==> src/design/imi_pkg.sv <==
package imi_pkg;

  // Table geometry
  localparam int ADV_DEPTH = 16;
  localparam int DWL_DEPTH = 16;
  localparam int MAX_DEPTH = (ADV_DEPTH > DWL_DEPTH) ? ADV_DEPTH : DWL_DEPTH;
  localparam int ADV_AW    = $clog2(ADV_DEPTH);
  localparam int DWL_AW    = $clog2(DWL_DEPTH);
  localparam int IDX_W     = $clog2(MAX_DEPTH);
  localparam int CNT_W     = $clog2(MAX_DEPTH + 1);

  // Field and register widths
  localparam int PTS_W  = 5;
  localparam int VAL_W  = 16;
  localparam int APB_AW = 5;

  // Divider: the quotient never exceeds 16 bits, so 16 steps suffice
  localparam int DIV_STEPS = 16;
  localparam int DIV_CW    = $clog2(DIV_STEPS);

  // Advance returned when the advance table is empty
  localparam logic [VAL_W-1:0] ADV_EMPTY_CD = 16'd1200;

  // Register reset values
  localparam logic [VAL_W-1:0] DWL_DEF_RST   = 16'd3000;
  localparam logic [VAL_W-1:0] DWL_FLOOR_RST = 16'd1000;
  localparam logic [VAL_W-1:0] DWL_CEIL_RST  = 16'd8000;

  typedef enum logic [1:0] {
    MODE_LOOKUP = 2'd0,
    MODE_WR_ADV = 2'd1,
    MODE_WR_DWL = 2'd2
  } mode_t;

  typedef enum logic [2:0] {
    REG_ADV_PTS   = 3'd0,
    REG_DWL_PTS   = 3'd1,
    REG_DWL_DEF   = 3'd2,
    REG_DWL_FLOOR = 3'd3,
    REG_DWL_CEIL  = 3'd4
  } reg_idx_t;

  typedef enum logic {
    TBL_ADV = 1'b0,
    TBL_DWL = 1'b1
  } tbl_t;

  typedef enum logic [1:0] {
    RES_CUR    = 2'd0,
    RES_INTERP = 2'd1,
    RES_EMPTY  = 2'd2
  } res_src_t;

  typedef struct packed {
    logic [PTS_W-1:0] adv_pts;
    logic [PTS_W-1:0] dwl_pts;
    logic [VAL_W-1:0] dwl_default;
    logic [VAL_W-1:0] dwl_floor;
    logic [VAL_W-1:0] dwl_ceiling;
  } cfg_t;

  typedef struct packed {
    logic             wr_adv;
    logic             wr_dwl;
    logic             load_rpm;
    tbl_t             tsel;
    logic             rd;
    logic [IDX_W-1:0] addr;
    logic             save_prev;
    logic             mul;
    logic             div_step;
    logic             res_we;
    res_src_t         res_src;
    logic             out_load;
  } cmd_t;

  typedef struct packed {
    logic le;
    logic seg_up;
  } stat_t;

endpackage

==> src/design/ignition_map_interpolator_top.sv <==
// Ignition map interpolator. Holds an advance table and a dwell table of
// rpm breakpoints (16 each), loaded by write words (mode 1 advance, mode 2
// dwell, no result). A lookup word (mode 0) returns both the interpolated
// advance and the clamped dwell. Each table is scanned one breakpoint at a
// time through a single registered read port (read in S_RD, compared in
// S_CMP), and a segment that needs interpolation goes through a 16x16
// multiply and a 16-step restoring divider. A lookup holds the block from
// its accepting edge through the search of both tables and any divide,
// and a finished result waits in S_DONE until the output word is free.
// The next item is taken while the last result still waits at the output.
// Configuration registers sit on the APB port at 4-byte spacing: advance
// point count, dwell point count, dwell default, dwell floor, dwell ceiling.
module ignition_map_interpolator_top (
  input  logic                        clk,
  input  logic                        rst,
  // Item channel
  input  logic                        in_valid,
  output logic                        in_ready,
  input  logic [1:0]                  mode,
  input  logic [3:0]                  entry_index,
  input  logic [15:0]                 rpm,
  input  logic [15:0]                 entry_value,
  // Result channel
  output logic                        out_valid,
  input  logic                        out_ready,
  output logic signed [15:0]          advance_cd,
  output logic [15:0]                 dwell_time,
  // Register port
  input  logic                        psel,
  input  logic                        penable,
  input  logic                        pwrite,
  input  logic [imi_pkg::APB_AW-1:0]  paddr,
  input  logic [31:0]                 pwdata,
  output logic [31:0]                 prdata,
  output logic                        pready
);
  import imi_pkg::*;

  cfg_t  cfg;
  cmd_t  cmd;
  stat_t stat;
  logic  reg_wr;

  assign pready = 1'b1;
  assign reg_wr = psel && penable && pwrite && pready;

  // Register writes
  always_ff @(posedge clk) begin
    if (rst) begin
      cfg.adv_pts     <= '0;
      cfg.dwl_pts     <= '0;
      cfg.dwl_default <= DWL_DEF_RST;
      cfg.dwl_floor   <= DWL_FLOOR_RST;
      cfg.dwl_ceiling <= DWL_CEIL_RST;
    end else if (reg_wr) begin
      unique case (paddr[APB_AW-1:2])
        REG_ADV_PTS:   cfg.adv_pts     <= pwdata[PTS_W-1:0];
        REG_DWL_PTS:   cfg.dwl_pts     <= pwdata[PTS_W-1:0];
        REG_DWL_DEF:   cfg.dwl_default <= pwdata[VAL_W-1:0];
        REG_DWL_FLOOR: cfg.dwl_floor   <= pwdata[VAL_W-1:0];
        REG_DWL_CEIL:  cfg.dwl_ceiling <= pwdata[VAL_W-1:0];
        default: ;
      endcase
    end
  end

  // Register reads
  always_comb begin
    unique case (paddr[APB_AW-1:2])
      REG_ADV_PTS:   prdata = 32'(cfg.adv_pts);
      REG_DWL_PTS:   prdata = 32'(cfg.dwl_pts);
      REG_DWL_DEF:   prdata = 32'(cfg.dwl_default);
      REG_DWL_FLOOR: prdata = 32'(cfg.dwl_floor);
      REG_DWL_CEIL:  prdata = 32'(cfg.dwl_ceiling);
      default:       prdata = '0;
    endcase
  end

  imi_ctrl u_ctrl (
    .clk       (clk),
    .rst       (rst),
    .in_valid  (in_valid),
    .in_ready  (in_ready),
    .mode      (mode),
    .cfg       (cfg),
    .stat      (stat),
    .cmd       (cmd),
    .out_valid (out_valid),
    .out_ready (out_ready)
  );

  imi_dp u_dp (
    .clk         (clk),
    .cmd         (cmd),
    .stat        (stat),
    .cfg         (cfg),
    .entry_index (entry_index),
    .rpm         (rpm),
    .entry_value (entry_value),
    .advance_cd  (advance_cd),
    .dwell_time  (dwell_time)
  );

endmodule

==> src/design/imi_dp.sv <==
module imi_dp (
  input  logic                     clk,
  input  imi_pkg::cmd_t            cmd,
  output imi_pkg::stat_t           stat,
  input  imi_pkg::cfg_t            cfg,
  input  logic [3:0]               entry_index,
  input  logic [15:0]              rpm,
  input  logic [15:0]              entry_value,
  output logic signed [15:0]       advance_cd,
  output logic [15:0]              dwell_time
);
  import imi_pkg::*;

  // Breakpoint stores
  logic [VAL_W-1:0] adv_sp  [ADV_DEPTH];
  logic [VAL_W-1:0] adv_val [ADV_DEPTH];
  logic [VAL_W-1:0] dwl_sp  [DWL_DEPTH];
  logic [VAL_W-1:0] dwl_val [DWL_DEPTH];

  logic [VAL_W-1:0] sp_q, val_q;
  logic [VAL_W-1:0] rpm_r;
  logic [VAL_W-1:0] x0;
  logic [16:0]      y0;
  logic [VAL_W-1:0] dvs;
  logic [VAL_W-1:0] rem;
  logic [VAL_W-1:0] qsh;
  logic             neg;
  logic [VAL_W-1:0] adv_r, dwl_r;

  logic [16:0] cur_y;
  logic [17:0] dy, mag;
  logic [15:0] dx;
  logic [31:0] prod;
  logic [16:0] shl;
  logic [17:0] diff;
  logic [17:0] q18, interp, res_val;
  logic [15:0] dwl_c;

  // Write breakpoints; slots beyond the depth are dropped
  always_ff @(posedge clk) begin
    if (cmd.wr_adv && int'(entry_index) < ADV_DEPTH) begin
      adv_sp[ADV_AW'(entry_index)]  <= rpm;
      adv_val[ADV_AW'(entry_index)] <= entry_value;
    end
    if (cmd.wr_dwl && int'(entry_index) < DWL_DEPTH) begin
      dwl_sp[DWL_AW'(entry_index)]  <= rpm;
      dwl_val[DWL_AW'(entry_index)] <= entry_value;
    end
  end

  // Registered read of the selected table
  always_ff @(posedge clk) begin
    if (cmd.rd) begin
      if (cmd.tsel == TBL_ADV) begin
        sp_q  <= adv_sp[cmd.addr[ADV_AW-1:0]];
        val_q <= adv_val[cmd.addr[ADV_AW-1:0]];
      end else begin
        sp_q  <= dwl_sp[cmd.addr[DWL_AW-1:0]];
        val_q <= dwl_val[cmd.addr[DWL_AW-1:0]];
      end
    end
  end

  // Current point value: advance is signed, dwell is unsigned
  assign cur_y = (cmd.tsel == TBL_ADV) ? {val_q[15], val_q} : {1'b0, val_q};

  assign stat.le     = (rpm_r <= sp_q);
  assign stat.seg_up = (sp_q > x0);

  // Segment setup and magnitude product
  assign dy   = {cur_y[16], cur_y} - {y0[16], y0};
  assign mag  = dy[17] ? (18'd0 - dy) : dy;
  assign dx   = rpm_r - x0;
  assign prod = dx * mag[15:0];

  // One restoring division step
  assign shl  = {rem, qsh[15]};
  assign diff = {1'b0, shl} - {2'b00, dvs};

  // Interpolated value, quotient truncated toward zero
  assign q18    = {2'b00, qsh};
  assign interp = {y0[16], y0} + (neg ? (18'd0 - q18) : q18);

  always_comb begin
    unique case (cmd.res_src)
      RES_CUR:    res_val = {cur_y[16], cur_y};
      RES_INTERP: res_val = interp;
      default:    res_val = '0;
    endcase
  end

  // Dwell: raise to floor, then cut to ceiling
  always_comb begin
    dwl_c = res_val[15:0];
    if (dwl_c < cfg.dwl_floor) dwl_c = cfg.dwl_floor;
    if (dwl_c > cfg.dwl_ceiling) dwl_c = cfg.dwl_ceiling;
  end

  // Datapath registers
  always_ff @(posedge clk) begin
    if (cmd.load_rpm) rpm_r <= rpm;
    if (cmd.save_prev) begin
      x0 <= sp_q;
      y0 <= cur_y;
    end
    if (cmd.mul) begin
      neg <= dy[17];
      dvs <= sp_q - x0;
      rem <= prod[31:16];
      qsh <= prod[15:0];
    end else if (cmd.div_step) begin
      rem <= diff[17] ? shl[15:0] : diff[15:0];
      qsh <= {qsh[14:0], ~diff[17]};
    end
    if (cmd.res_we) begin
      if (cmd.tsel == TBL_ADV) begin
        adv_r <= (cmd.res_src == RES_EMPTY) ? ADV_EMPTY_CD : res_val[15:0];
      end else begin
        dwl_r <= (cmd.res_src == RES_EMPTY) ? cfg.dwl_default : dwl_c;
      end
    end
    if (cmd.out_load) begin
      advance_cd <= adv_r;
      dwell_time <= dwl_r;
    end
  end

endmodule

==> src/design/imi_ctrl.sv <==
module imi_ctrl (
  input  logic                      clk,
  input  logic                      rst,
  input  logic                      in_valid,
  output logic                      in_ready,
  input  logic [1:0]                mode,
  input  imi_pkg::cfg_t             cfg,
  input  imi_pkg::stat_t            stat,
  output imi_pkg::cmd_t             cmd,
  output logic                      out_valid,
  input  logic                      out_ready
);
  import imi_pkg::*;

  typedef enum logic [2:0] {
    S_IDLE,
    S_START,
    S_RD,
    S_CMP,
    S_MUL,
    S_DIV,
    S_FIN,
    S_DONE
  } state_t;

  state_t           state, state_next;
  tbl_t             tsel, tsel_next;
  logic [IDX_W-1:0] addr, addr_next;
  logic [DIV_CW-1:0] cnt, cnt_next;
  logic             out_valid_next;
  logic [CNT_W-1:0] npts;
  logic             in_fire, last_pt, out_free;

  function automatic logic [CNT_W-1:0] sat_pts(logic [PTS_W-1:0] p, int depth);
    if (int'(p) > depth) return CNT_W'(depth);
    return CNT_W'(p);
  endfunction

  assign in_ready = (state == S_IDLE);
  assign in_fire  = in_valid && in_ready;
  assign npts     = (tsel == TBL_ADV) ? sat_pts(cfg.adv_pts, ADV_DEPTH)
                                      : sat_pts(cfg.dwl_pts, DWL_DEPTH);
  assign last_pt  = (int'(addr) + 1 == int'(npts));
  assign out_free = !out_valid || out_ready;

  // Sequence the search, divide and result handoff
  always_comb begin
    state_next     = state;
    tsel_next      = tsel;
    addr_next      = addr;
    cnt_next       = cnt;
    out_valid_next = out_valid && !out_ready;
    cmd            = '0;
    cmd.tsel       = tsel;
    cmd.addr       = addr;
    cmd.res_src    = RES_CUR;

    unique case (state)
      S_IDLE: begin
        if (in_fire) begin
          cmd.wr_adv = (mode == MODE_WR_ADV);
          cmd.wr_dwl = (mode == MODE_WR_DWL);
          if (mode == MODE_LOOKUP) begin
            cmd.load_rpm = 1'b1;
            tsel_next    = TBL_ADV;
            state_next   = S_START;
          end
        end
      end
      S_START: begin
        addr_next = '0;
        if (npts == '0) begin
          cmd.res_we  = 1'b1;
          cmd.res_src = RES_EMPTY;
          if (tsel == TBL_ADV) begin
            tsel_next = TBL_DWL;
          end else begin
            state_next = S_DONE;
          end
        end else begin
          state_next = S_RD;
        end
      end
      S_RD: begin
        cmd.rd     = 1'b1;
        state_next = S_CMP;
      end
      S_CMP: begin
        if (stat.le && addr != '0 && stat.seg_up) begin
          state_next = S_MUL;
        end else if (stat.le || last_pt) begin
          cmd.res_we    = 1'b1;
          cmd.res_src   = RES_CUR;
          cmd.save_prev = !stat.le;
          if (tsel == TBL_ADV) begin
            tsel_next  = TBL_DWL;
            state_next = S_START;
          end else begin
            state_next = S_DONE;
          end
        end else begin
          cmd.save_prev = 1'b1;
          addr_next     = addr + 1'b1;
          state_next    = S_RD;
        end
      end
      S_MUL: begin
        cmd.mul    = 1'b1;
        cnt_next   = '0;
        state_next = S_DIV;
      end
      S_DIV: begin
        cmd.div_step = 1'b1;
        cnt_next     = cnt + 1'b1;
        if (cnt == DIV_CW'(DIV_STEPS - 1)) state_next = S_FIN;
      end
      S_FIN: begin
        cmd.res_we  = 1'b1;
        cmd.res_src = RES_INTERP;
        if (tsel == TBL_ADV) begin
          tsel_next  = TBL_DWL;
          state_next = S_START;
        end else begin
          state_next = S_DONE;
        end
      end
      S_DONE: begin
        if (out_free) begin
          cmd.out_load   = 1'b1;
          out_valid_next = 1'b1;
          state_next     = S_IDLE;
        end
      end
      default: state_next = S_IDLE;
    endcase
  end

  always_ff @(posedge clk) begin
    if (rst) begin
      state     <= S_IDLE;
      tsel      <= TBL_ADV;
      addr      <= '0;
      cnt       <= '0;
      out_valid <= 1'b0;
    end else begin
      state     <= state_next;
      tsel      <= tsel_next;
      addr      <= addr_next;
      cnt       <= cnt_next;
      out_valid <= out_valid_next;
    end
  end

  // A finished result waits in S_DONE until the output word is free
  a_done_hold: assert property (@(posedge clk) disable iff (rst)
    (state == S_DONE && out_valid && !out_ready) |=> state == S_DONE)
    else $error("finished lookup left S_DONE while output word was occupied");

  a_load_valid: assert property (@(posedge clk) disable iff (rst)
    cmd.out_load |=> out_valid)
    else $error("output word loaded without valid");

  a_mul_div: assert property (@(posedge clk) disable iff (rst)
    state == S_MUL |=> (state == S_DIV && cnt == '0))
    else $error("divider did not start from step zero");

  a_cmp_after_rd: assert property (@(posedge clk) disable iff (rst)
    state == S_CMP |-> $past(state) == S_RD)
    else $error("compare without a preceding table read");

  a_addr_range: assert property (@(posedge clk) disable iff (rst)
    state == S_RD |-> int'(addr) < int'(npts))
    else $error("table read past the points in use");

endmodule

==> config.mk <==
export PLATFORM = sky130hd
export DESIGN_NAME = ignition_map_interpolator_top
export DESIGN_NICKNAME = d
export VERILOG_FILES = /design/src/design/imi_pkg.sv /design/src/design/ignition_map_interpolator_top.sv /design/src/design/imi_dp.sv /design/src/design/imi_ctrl.sv
export SDC_FILE = /design/constraint.sdc
export NUM_CORES = 2
export LEC_CHECK = 0
export ABC_CLOCK_PERIOD_IN_PS = 11380
export BUFFER_PORTS_ARGS = -buffer_cell sky130_fd_sc_hd__buf_2
export CAP_MARGIN = 25
export CORE_MARGIN = 3
export CORE_UTILIZATION = 34
export DETAILED_ROUTE_END_ITERATION = 7
export PLACE_DENSITY_LB_ADDON = 0.2
export REMOVE_ABC_BUFFERS = 1
export SLEW_MARGIN = 10
export SYNTH_ARGS = -nofsm -noshare
export SYNTH_HDL_FRONTEND = slang
export SYNTH_SLANG_ARGS = --single-unit
==> constraint.sdc <==
create_clock -name clk -period 11.38 [get_ports clk]
set_clock_uncertainty 0.1 [all_clocks]
set_input_delay 0.569 -clock clk [delete_from_list [all_inputs] [get_ports clk]]
set_output_delay 0.569 -clock clk [all_outputs]
set_load 0.03 [all_outputs]
; Word level (Yosys, flattened, before mapping)
; Memory sizes are Yosys's and may differ from the RTL's. A register that Yosys moved wholly into a read port is not among the register bits.
; Cells that the tools add are included.
[op_classes]
eq_ne = 26
shift = 0
n_div = 0
n_lt_le_gt_ge = 6
n_bitwise = 2
mul = 1
n_addsub = 10
mux = 71
n_reduce_logical = 31
[op_table]
columns = cell, count
row1 = $mux 16, 12
row2 = $pmux 16 s5, 1
row3 = $mux 3, 14
row4 = $mux 4, 10
row5 = $eq 32x6->1, 1
row6 = $gt 16x16->1, 2
row7 = $mul 16x16->32, 1
row8 = $pmux 16 s2, 1
row9 = $sub 1x16->16 const A, 2
row10 = $sub 16x16->16, 2
row11 = $mux 5, 5
row12 = $pmux 3 s8, 1
row13 = $mux 1, 22
row14 = $sub 17x16->18, 1
row15 = $sub 17x17->18, 1
row16 = $mux 17, 1
row17 = $add 16x16->16, 1
row18 = $le 16x16->1, 1
row19 = $lt 16x16->1, 1
row20 = $pmux 4 s2, 2
row21 = $eq 3x3->1 const B, 5
row22 = $reduce_and 2->1, 7
row23 = $eq 3x2->1 const B, 4
row24 = $gt 5x5->1 const B, 2
row25 = other kinds (23), 47
[totals]
mem_bits_rw = 1024
reg_bits = 265
latch_bits = 0
mem_bits_ro = 0
memories = 4
output_inout_bits = 67
[memory_table]
columns = name, depth, width, rd, rd_ports_with_merged_regs, wr, line_no
row1 = u_dp.adv_sp, 16, 16, 1, 1, 1, imi_dp.sv:15  ; logic [VAL_W-1:0] adv_sp [ADV_DEPTH];
row2 = u_dp.adv_val, 16, 16, 1, 1, 1, imi_dp.sv:16  ; logic [VAL_W-1:0] adv_val [ADV_DEPTH];
row3 = u_dp.dwl_sp, 16, 16, 1, 1, 1, imi_dp.sv:17  ; logic [VAL_W-1:0] dwl_sp [DWL_DEPTH];
row4 = u_dp.dwl_val, 16, 16, 1, 1, 1, imi_dp.sv:18  ; logic [VAL_W-1:0] dwl_val [DWL_DEPTH];

; Logic depth before layout (Yosys ltp)
[logic_depth]
ltp_word = 16
depth_mapped = 38
mapped_depth_nobuf = 35

; Hierarchy
; A second synthesis with hierarchy kept.
[hier_totals]
cells_unflattened = 4224
hier_area_um2 = 64321.7
[modules_own_cells]
columns = mod, seq_area_each_um2, cells_each, instances, area_per_inst_um2
row1 = imi_dp, 36575.1, 3766, 1, 60272.8
row2 = ignition_map_interpolator_top, 1161.1, 319, 1, 3005.4
row3 = imi_ctrl, 260.2, 139, 1, 1043.5

; Worst setup path before layout
; OpenSTA, ideal clock, no wires.
[synth_timing]
path_type = register -> register
from = register u_dp.rpm_r[0]
to = register u_dp.rem[15] (data pin)
slack_ns = 2.976
path_stages_with_launch = 34
n_path_buf = 1
setup_ns = 0.269
t_arrival_ns = 8.035
synth_period_minus_slack_ns = 8.404
required_ns = 11.011
cell_sequence = edfxtp_1 inv_1 ha_1 inv_1 fa_1 a21o_1 a21oi_1 o21bai_1 o31a_1 o41ai_2 o2111ai_1 a21oi_1 xnor2_1 clkbuf_1 nand2_1 fa_1 inv_1 fa_1 fa_1 fa_1 fa_1 inv_1 fa_1 inv_1 ha_1 a21oi_1 o22ai_1 o21a_1 a31o_2 a311oi_1 o21ai_0 a21oi_1 xnor2_1 o21ai_1
[synth_between]
elab_chain_cells = 3
[synth_rtl]
columns = item, line_no
row1 = start: declaration, imi_dp.sv:21  ; logic [VAL_W-1:0] rpm_r;
row2 = start signal: assignment, imi_dp.sv:101  ; if (cmd.load_rpm) rpm_r <= rpm;
row3 = $sub 16x16->16, imi_dp.sv:73  ; assign dx = rpm_r - x0;
row4 = $mul 16x16->32, imi_dp.sv:74  ; assign prod = dx * mag[15:0];
row5 = $mux 16, imi_dp.sv:106  ; if (cmd.mul) begin
row6 = end signal: assignment, imi_dp.sv:109  ; rem <= prod[31:16];
row7 = end signal: assignment, imi_dp.sv:112  ; rem <= diff[17] ? shl[15:0] : diff[15:0];
row8 = end: declaration, imi_dp.sv:25  ; logic [VAL_W-1:0] rem;
; No other way between the ends.
; A chain may end at the register's enable or synchronous reset.

; Worst setup path after layout
[layout_timing]
from = register u_dp.val_q[0]
to = register u_dp.rem[15] (data pin)
[layout_between]
elab_chain_cells = 6
[layout_rtl]
columns = item, line_no
row1 = start: declaration, imi_dp.sv:20  ; logic [VAL_W-1:0] sp_q, val_q;
row2 = start signal: assignment, imi_dp.sv:56  ; val_q <= adv_val[cmd.addr[ADV_AW-1:0]];
row3 = start signal: assignment, imi_dp.sv:59  ; val_q <= dwl_val[cmd.addr[DWL_AW-1:0]];
row4 = $mux 17 (*), imi_dp.sv:65  ; assign cur_y = (cmd.tsel == TBL_ADV) ? {val_q[15], val_q} : {1'b0, val_q};
row5 = $sub 17x17->18 (*), imi_dp.sv:71  ; assign dy = {cur_y[16], cur_y} - {y0[16], y0};
row6 = $sub 1x16->16, imi_dp.sv:72  ; assign mag = dy[17] ? (18'd0 - dy) : dy;
row7 = $mux 16 (*), imi_dp.sv:72
row8 = $mul 16x16->32 (*), imi_dp.sv:74
row9 = $mux 16 (*), imi_dp.sv:106
; Every way passes the cells marked *; elsewhere a longest branch is shown, timed or not.

==> results.yml <==
run_status:
  status: "finished clean"
floorplan:
  dieArea_sq_um: 193000
  die_x_um: 439
  start_util_pct: 34.3
  core_sq_um: 186000
  num_rows: 158
  chipHeight_um: 439
  io_pins: 149
synth:
  synth_common_cells: "edfxtp_1 (1218), nand2_1 (425), inv_1 (363)"
  synthCells: 4197
  synth_most_common_cell: "edfxtp_1"
  yosys_warnings: 0
  yosys-top-cells-area: "edfxtp_1 (57%), mux4_2 (11%), fa_1 (6.2%)"
  async_flop_share_pct: 0
  yosysSeqAreaShare_pct: 59.7
  synth_seq_cells: 1293
  synth_edf_count: 1218
  netlist_area_sq_um: 63800
  synth_top_area_cell: "edfxtp_1"
  synth_top_area_share_pct: 57.3
  synth.distinct_cells: 94
  avgSynthCellArea_sq_um: 15.2
  synth_flop_cell: "edfxtp_1"
setup_path:
  critical_path_class: "flip-flop to flip-flop"
  worstPathRequired_ps: 11770
  crit_path_frequent_cell: "fa_1"
  cpPeakStageDelay_ps: 580
  endpoint_kind: "flip-flop"
  rrSetupSlack_ps: 1910
  cp.arrival_ps: 9860
  r2r_cells: 31
  reg2reg_to: "u_dp.rem[15]"
  cp_max_fo: 9
  r2r-start: "u_dp.val_q[0]"
  worst_setup_path_start_kind: "flip-flop"
  critPathTopFamily: "adder cells"
  critPathSlowestCell: "fa_1"
  path_buf_inv: 6
global_route:
  antenna_found_initial: 23
  grtUsageTotal_pct: 17.6
  grt_max_degree: 131
  grt_first_pass_wirelength_um: 250000
  grt.overflow.total: 0
  grt_pass1_vias: 36800
finish:
  fillers: 17200
  synthToLayoutAreaGrowth_pct: 13.6
  fin_cells: 6990
  design_area_sq_um: 72400
  final_nets: 4905
  drive_gt1_share_pct: 18.7
worst_hold_path:
  hold_depth: 3
  hold_class: "input port to flip-flop"
  hold_start: "mode[0]"
  hold_path_end: "u_ctrl.state[0]"
sta:
  rsz0062_at_grt: "no"
  period_share_pct: 83.2
  postLayoutSetupSlackWorst_ps: 1910
  finalCriticalPeriod_ps: 9470
  hold_violations: 0
  drv_slew: 0
  timing.slew.headroom_pct: 30.4
  tightest_slew_ps: 1040
  fmax_mhz: 106
  setup_violations: 0
place:
  dpl.hpwl_um: 106000
  place.gp.congestion: 0.826
  place_ws_ps: 1820
  placed_cells: 6705
  placed_cell_area_sq_um: 67700
  port-buffer-count: 113
power:
  power.density_nw_per_um2: 197
  p_leak_uw: 0.0255
  ir_worst_vdd_uv: 415
  pwr-share-seq_pct: 36.6
  p_comb_share_pct: 32.1
  switchingPower_uw: 4780
  clkPwrFrac_pct: 31.3
  power.total_uw: 14300
  cellInternalPower_uw: 9520
  switching_share_pct: 33.4
clock_tree:
  insertion_delay_ps: 760
  cts_buffers: 141
  clkSlewWorstSetupHoldPaths_ps: 60
  h-tree-depth: 4
  cts_sinks: 1293
  cts-root-buf: "clkbuf_16"
  cts_resized: 0
  cts_tree: "built"
  cts_buffer_depth: 3
  post_cts_buffers: 0
route:
  finalWirelength_um: 170000
  via_per_inst: 5.15
  routedWlPerCell_um: 24.3
  final_antenna_net_count: 0
  drtPass1Iterations: 5
  drc: 0
  num_vias: 36000
  drt_iter0_drc: 3093
run:
  cap_viol_max_count: 0
-- worst max-delay path by stage --
stage / to / from / cells past startpoint
after CTS: u_dp.rem[15] / u_dp.val_q[0] / 31
after detailed placement: u_dp.rem[15] / u_dp.val_q[0] / 31
final: u_dp.rem[15] / u_dp.val_q[0] / 31
after floorplan: u_dp.sp_q[0] / flip-flop / 4
after global placement: u_dp.rem[15] / u_dp.val_q[0] / 30
after global routing: u_dp.rem[15] / u_dp.val_q[0] / 31
-- worst min-delay path: cells and delay by family --
family                 cells  cell delay, ps
buffers and inverters      1              90
and+or+nand+nor            1             150
AOI/OAI and AO/OA          1             100
-- registers in the layout, summed over array words and instances (netlist names), 17 cells and up, named ones only --
| register | count |
|---|---|
| u_dp.y0 | 17 |
| cfg | 58 |
| u_dp.adv_sp | 256 |
| u_dp.adv_val | 256 |
| u_dp.dwl_sp | 256 |
| u_dp.dwl_val | 256 |
-- repair_timing --
action	4_1_cts	5_1_grt
hold buffers	16	0
endpoints found under the hold margin	53	0
setup endpoints to repair	0	0
-- routing by layer --
layer / global-route usage [%] / routed length [um] / vias up
met5: 0 / 54 / -
met4: 4.17 / 3760 / 8
met3: 2.74 / 8420 / 229
met2: 28.7 / 81800 / 888
met1: 24.8 / 75900 / 18800
li1: - / - / 16000
-- layout make-up --
type / instances / area (sq um) / share of cell area [%]
clock inverter: 75 / 744 / 1.03
multi-input combinational: 2369 / 23800 / 32.9
inverter: 364 / 1370 / 1.89
antenna: 9 / 22.5 / 0.0311
tap: 2480 / 3100 / 4.28
timing repair buffer: 220 / 1510 / 2.08
sequential: 1293 / 38100 / 52.6
clock buffer: 180 / 3770 / 5.20
-- cell usage in the layout (no fill, tap or decap), types with 43 or more instances in the layout --
master / n
edfxtp_1: 1218
nand2_1: 425
inv_1: 363
mux4_2: 320
ha_1: 235
fa_1: 199
nor2_1: 166
clkbuf_16: 145
a21oi_1: 129
buf_2: 113
buf_4: 80
o21ai_0: 79
xnor2_1: 73
dfxtp_1: 70
a21o_1: 51
nand2b_1: 45
and2_1: 45
xor2_1: 43
-- metrics by stage --
step | setup TNS, ps | hold WS, ps | util (%)
2_1_floorplan | -21670 | 300 | -
3_3_place_gp | 0 | 301 | 36.3
3_5_place_dp | 0 | 305 | 36.4
4_1_cts | 0 | 66.6 | 38.9
5_1_grt | 0 | 115 | 38.9
6_report | 0 | 130 | 38.9
-- kinds of logic (layout without fill, tap and decap cells) --
group,Yosys count,in the layout,synth area share (%)
fa+ha+maj,434,434,10.9
other cells,2,26,0.0118
xor+xnor,131,131,1.95
compound gates,477,477,5.06
flops,1293,1293,59.7
mux,380,380,12.3
simple gates,930,930,6.70
buf+inv,550,839,3.44
-- power by group through the flow --
stage                     clock network [uW]  registers (uW)  logic [uW]
final                                   4470            5240        4590
after global routing                    4780            5240        5190
after CTS                               4580            5240        4720
after detailed placement                   0            5340        4680
after global placement                     0            5340        4690
after floorplan                            0            5340        3150
No activity file was read; power rests on OpenSTA's default activity.
